===== src/hw/rtl/asgd_pkg.sv =====
// Shared types and constants for the optimizer weight update block.
`timescale 1ns / 1ps
package asgd_pkg;

    localparam int NUM_PARAMS = 4096;
    localparam int IDX_W      = $clog2(NUM_PARAMS);
    localparam int DATA_W     = 32;
    localparam int DIV_W      = 96;
    localparam int DEN_W      = 57;
    localparam int CNT_W      = 7;
    localparam int SQ_ARG_W   = 64;
    localparam int SQ_REM_W   = 35;
    localparam int CFG_IDX_W  = 3;

    typedef enum logic [CFG_IDX_W-1:0] {
        CFG_MODE    = 3'd0,
        CFG_LR      = 3'd1,
        CFG_BETA1   = 3'd2,
        CFG_BETA2   = 3'd3,
        CFG_EPSILON = 3'd4
    } t_cfg_idx;

    typedef enum logic [4:0] {
        S_CLEAR, S_IDLE, S_GDIV, S_SGD_MUL, S_SGD_FIN, S_LATCH_G,
        S_POW1, S_POW2, S_POW_FIN, S_MUL_BM, S_MUL_CG, S_MUL_GG, S_MUL_BV,
        S_MUL_CH, S_MUL_CL, S_VSUM, S_VCLIP, S_MHDIV, S_VH_LD, S_VHDIV,
        S_SQ_LD, S_SQRT, S_MUL_LL, S_MUL_LH, S_ST_LD, S_STDIV, S_STEP, S_RESULT
    } t_state;

    typedef enum logic [4:0] {
        OP_NONE, OP_CLEAR, OP_ACCEPT, OP_SGD_MUL, OP_SGD_FIN, OP_LATCH_G,
        OP_POW1, OP_POW2, OP_POW_FIN, OP_MUL_BM, OP_MUL_CG, OP_MUL_GG, OP_MUL_BV,
        OP_MUL_CH, OP_MUL_CL, OP_VSUM, OP_VCLIP, OP_VH_LD, OP_SQ_LD, OP_MUL_LL,
        OP_MUL_LH, OP_ST_LD, OP_STEP, OP_RESULT
    } t_op;

    typedef struct packed {
        t_op op;
    } t_cmd;

    typedef struct packed {
        logic clr_last;
        logic div_busy;
        logic sqrt_busy;
        logic adam;
        logic new_pass;
    } t_status;

endpackage


===== src/hw/rtl/asgd_ctrl.sv =====
// Sequencer for the optimizer update: steps the datapath through each item.
`timescale 1ns / 1ps
module asgd_ctrl import asgd_pkg::*; (
    input  logic    i_clk,
    input  logic    i_rst_n,
    input  logic    i_s_axis_tvalid,
    output logic    o_s_axis_tready,
    output logic    o_m_axis_tvalid,
    input  logic    i_m_axis_tready,
    input  t_status i_status,
    output t_cmd    o_cmd
);

    t_state r_state, n_state;
    logic   r_out_valid, n_out_valid;
    logic   out_free;

    assign out_free = !r_out_valid || i_m_axis_tready;

    always_ff @(posedge i_clk) begin
        if (!i_rst_n) begin
            r_state     <= S_CLEAR;
            r_out_valid <= 1'b0;
        end else begin
            r_state     <= n_state;
            r_out_valid <= n_out_valid;
        end
    end

    always_comb begin
        n_state = r_state;
        unique case (r_state)
            S_CLEAR:   if (i_status.clr_last) n_state = S_IDLE;
            S_IDLE:    if (i_s_axis_tvalid) n_state = S_GDIV;
            S_GDIV: begin
                if (!i_status.div_busy) n_state = i_status.adam ? S_LATCH_G : S_SGD_MUL;
            end
            S_SGD_MUL: n_state = S_SGD_FIN;
            S_SGD_FIN: n_state = S_RESULT;
            S_LATCH_G: n_state = i_status.new_pass ? S_POW1 : S_MUL_BM;
            S_POW1:    n_state = S_POW2;
            S_POW2:    n_state = S_POW_FIN;
            S_POW_FIN: n_state = S_MUL_BM;
            S_MUL_BM:  n_state = S_MUL_CG;
            S_MUL_CG:  n_state = S_MUL_GG;
            S_MUL_GG:  n_state = S_MUL_BV;
            S_MUL_BV:  n_state = S_MUL_CH;
            S_MUL_CH:  n_state = S_MUL_CL;
            S_MUL_CL:  n_state = S_VSUM;
            S_VSUM:    n_state = S_VCLIP;
            S_VCLIP:   n_state = S_MHDIV;
            S_MHDIV:   if (!i_status.div_busy) n_state = S_VH_LD;
            S_VH_LD:   n_state = S_VHDIV;
            S_VHDIV:   if (!i_status.div_busy) n_state = S_SQ_LD;
            S_SQ_LD:   n_state = S_SQRT;
            S_SQRT:    if (!i_status.sqrt_busy) n_state = S_MUL_LL;
            S_MUL_LL:  n_state = S_MUL_LH;
            S_MUL_LH:  n_state = S_ST_LD;
            S_ST_LD:   n_state = S_STDIV;
            S_STDIV:   if (!i_status.div_busy) n_state = S_STEP;
            S_STEP:    n_state = S_RESULT;
            S_RESULT:  if (out_free) n_state = S_IDLE;
            default:   n_state = S_CLEAR;
        endcase
    end

    always_comb begin
        o_cmd.op    = OP_NONE;
        n_out_valid = r_out_valid && !i_m_axis_tready;
        unique case (r_state)
            S_CLEAR:   o_cmd.op = OP_CLEAR;
            S_IDLE:    if (i_s_axis_tvalid) o_cmd.op = OP_ACCEPT;
            S_SGD_MUL: o_cmd.op = OP_SGD_MUL;
            S_SGD_FIN: o_cmd.op = OP_SGD_FIN;
            S_LATCH_G: o_cmd.op = OP_LATCH_G;
            S_POW1:    o_cmd.op = OP_POW1;
            S_POW2:    o_cmd.op = OP_POW2;
            S_POW_FIN: o_cmd.op = OP_POW_FIN;
            S_MUL_BM:  o_cmd.op = OP_MUL_BM;
            S_MUL_CG:  o_cmd.op = OP_MUL_CG;
            S_MUL_GG:  o_cmd.op = OP_MUL_GG;
            S_MUL_BV:  o_cmd.op = OP_MUL_BV;
            S_MUL_CH:  o_cmd.op = OP_MUL_CH;
            S_MUL_CL:  o_cmd.op = OP_MUL_CL;
            S_VSUM:    o_cmd.op = OP_VSUM;
            S_VCLIP:   o_cmd.op = OP_VCLIP;
            S_VH_LD:   o_cmd.op = OP_VH_LD;
            S_SQ_LD:   o_cmd.op = OP_SQ_LD;
            S_MUL_LL:  o_cmd.op = OP_MUL_LL;
            S_MUL_LH:  o_cmd.op = OP_MUL_LH;
            S_ST_LD:   o_cmd.op = OP_ST_LD;
            S_STEP:    o_cmd.op = OP_STEP;
            S_RESULT: begin
                if (out_free) begin
                    o_cmd.op    = OP_RESULT;
                    n_out_valid = 1'b1;
                end
            end
            default:   o_cmd.op = OP_NONE;
        endcase
    end

    assign o_s_axis_tready = (r_state == S_IDLE);
    assign o_m_axis_tvalid = r_out_valid;

endmodule


===== config.mk =====
export PLATFORM = sky130hd
export DESIGN_NAME = asgd_ctrl
export DESIGN_NICKNAME = d
export VERILOG_FILES = /design/src/hw/rtl/asgd_pkg.sv /design/src/hw/rtl/asgd_ctrl.sv
export SDC_FILE = /design/constraint.sdc
export NUM_CORES = 1
export LEC_CHECK = 0
export ABC_AREA = 1
export BUFFER_PORTS_ARGS = -buffer_cell sky130_fd_sc_hd__buf_4
export CAP_MARGIN = 15
export CORE_MARGIN = 2
export CORE_UTILIZATION = 55
export DETAILED_ROUTE_END_ITERATION = 10
export PLACE_DENSITY = 0.78
export SKIP_LAST_GASP = 1
export SYNTH_ARGS = -nofsm -noshare
export SYNTH_HDL_FRONTEND = slang
export SYNTH_SLANG_ARGS = --single-unit

===== constraint.sdc =====
create_clock -name i_clk -period 1.9 [get_ports i_clk]
set_clock_uncertainty 0.15 [all_clocks]
set_input_delay 0.19 -clock i_clk [delete_from_list [all_inputs] [get_ports i_clk]]
set_output_delay 0.19 -clock i_clk [all_outputs]
set_load 0.02 [all_outputs]

==> reports/results.ini <==
[run_status]
outcome = finished, violations left
violations = setup timing

[placed_design]
hpwlAfterDp_mm = 2.110
gp_congestion = 0.9531
numPortBuffers = 15
placedCellCount = 188

[yosys]
yosys.area.top_type_share_pct = 18.12
syn_nets = 165
synth_area_leaders = nand2_1 (18%), dfxtp_1 (13%), nor2_1 (9.3%)
yosys_warnings = 0
postSynthCellCount = 156
synthDistinctLibCells = 27
avgSynthCellArea_um2 = 5.975
synth_top_area_cell = nand2_1
synth-seq-area-share_pct = 12.89
ys_ff_latch = 6
synthesis.area_um2 = 932.1

[power_and_ir_drop]
p_total_mw = 1.516
max-vdd-ir-drop_v = 0.0009310
p_per_area_nw_per_um2 = 1223
p_leak_nw = 0.5928

[job]
drv_cap = 0

[critical_path]
critical-path-top-delay-family = simple AND/OR/NAND/NOR gates
reg2regPathDepth = 12
r2r_end = r_state[2]
start_kind = flop
path_class = reg -> out
r2r_slack_ns = 0.17
crit_buf_inv = 3
required_ns = 1.56
worstPathArrival_ns = 1.56
end_kind = output pin
endpoint = o_cmd[2]
cp-startpoint = r_state[3]
path_max_fanout = 8
slowest_stage = dfxtp_4
max_stage_delay_ns = 0.38
r2r-start = r_state[3]
cp_num_cells = 7
worstPathCellList = buf_12 > inv_8 > nand3_4 > o21ai_0 > nor2_1 > nand3_1 > buf_4

[floorplan]
rows = 14
initial_core_util_pct = 60.47
core-area_um2 = 1541
die_area_um2 = 2040
die_w_um = 45.17
ios = 16
die_h_um = 45.17

[sta]
final.period_utilization_pct = 100.3
slew_violations = 0
worstMarginPinSlew_ns = 0.3633
setup_slack_ns = -0.004781
rsz0062_at_grt = true
setup_viol_count_final = 1
hold_violations = 0
maxSlewHeadroom_pct = 75.69
timing.fmax_mhz = 525.0
min_period_ns = 1.905

[route]
via_per_inst = 6.221
num_vias = 1213
drc_errors = 0
avgRoutedWirePerCell_um = 16.21
postRouteAntennaNets = 0
drtPass1Iterations = 5
drt_wl_total_mm = 3.161
drtIter0Drc = 80

[min_path]
worstHoldPathType = in -> reg

[clock_network]
cts_tree = built
clockBufferDepth = 2
cts.clk_slew.worst_paths_ns = 0.05
worstSkewPairLatency_ns = 0.25
ctsHoldBuffers = 0
cts.sinks = 6
root_buffer = clkbuf_4
cts-htree-levels = 1
cts_buffers = 3

[grt]
antenna_found_initial = 0
grt_pass1_vias = 1035
grt_pass1_wl_mm = 4.305
grt.total_usage_pct = 28.59
grt_overflow = 0
grt_start_max_net_pins = 11

[layout]
stdcell_count = 195
multi_input_area_um2 = 750.7
fillers = 105
drive_gt1_share_pct = 43.58
syn_to_final_growth_pct = 33.02
antenna_cells = 0
regArea_um2 = 131.4
final_nets = 190

## through the flow
step	hold slack [ns]	area, µm²	setup TNS, ns	util, %	setup slack, ns
after global placement	0.3546	1070	0	69.40	0.2523
after CTS	0.1101	1095	0	71.02	0.004434
after detailed placement	0.3700	1070	0	69.40	0.2146
final	0.1126	1240	-0.004781	80.44	-0.004781
after global routing	0.1469	1240	-0.08262	80.44	-0.05098
after floorplan	0.2111	932.1	0	-	0.2586
## cells in the mapped netlist
library cell  number
nand2_1           45
nor2_1            23
inv_1             11
nand3_1           10
a21oi_1            8
nand2_2            7
dfxtp_1            6
inv_4              5
nor2_4             5
o21ai_0            5
buf_6              4
inv_2              4
nor2_2             4
nand3_2            3
nand2_4            2
nand3b_1           2
nor3b_1            2
a211oi_1           1
a311oi_1           1
buf_4              1
nand3_4            1
nand4_1            1
nor2_8             1
nor3_2             1
o2111ai_1          1
o211a_1            1
o21ai_1            1
## kinds of logic (layout without fill, tap and decap cells)
logic type,Yosys count,count (layout),share of synthesized area (%)
AO/OA/AOI/OAI,18,18,11.28
buffers and inverters,25,48,15.03
flip-flops,6,6,12.89
AND/OR/NAND/NOR,107,107,60.80
## worst register-to-register path, stage by stage (launching register included)
cell and delay, ns:
dfxtp_4 0.38, buf_12 0.16, inv_8 0.05, nand3_4 0.08, inv_4 0.04, buf_4 0.14
nand3_2 0.09, nand2_2 0.08, nor2_4 0.10, nand2_4 0.07, inv_2 0.09, nand2_1 0.06
a21oi_1 0.14
## sequential cells by signal (all words and copies together), names as in the netlist
| signal | cells |
|---|---|
| r_state | 5 |
| o_m_axis_tvalid | 1 |
## routing by layer
layer	track usage [%]	wire (µm)
met1	35.92	1180
met2	48.86	1476
met3	8.400	365
met4	4.706	138
met5	0	0
## area by class of cell
cell class	count	area share [%]
well taps	16	1.615
flip-flops and latches	6	10.60
clock buffers	3	1.816
repair buffers	25	17.36
inverters	20	8.073
multi-input cells	125	60.54
## power by group
part	switching, mW	total, mW	internal [mW]
Combinational	0.751	1.18	0.433
Sequential	0.0473	0.215	0.168
Clock	0.0453	0.117	0.0714
## worst min path at each step
stage,startpoint,end,slack (ns),depth (start not counted)
after floorplan,i_status[2],r_state[2],0.21,2
after global placement,i_m_axis_tready,o_m_axis_tvalid,0.35,4
after detailed placement,i_rst_n,r_state[1],0.37,3
after CTS,i_m_axis_tready,o_m_axis_tvalid,0.11,4
after global routing,i_status[2],r_state[2],0.15,3
final,i_m_axis_tready,o_m_axis_tvalid,0.11,4
## cells in the final DEF (no fill, tap or decap), drive strengths merged
cell type	instances
a211oi	1
a21oi	8
a311oi	1
buf	25
clkbuf	3
clkinv	1
dfxtp	6
inv	19
nand2	54
nand3	14
nand3b	2
nand4	1
nor2	33
nor3	1
nor3b	2
o2111ai	1
o211a	1
o21ai	6
## repair_timing
action / 4_1_cts / 5_1_grt
setup endpoints to repair: 4 / 4
setup buffers: 0 / 4
pin swaps: 0 / 9
resized for setup: 2 / 36
No activity file was read; power rests on OpenSTA's default activity.
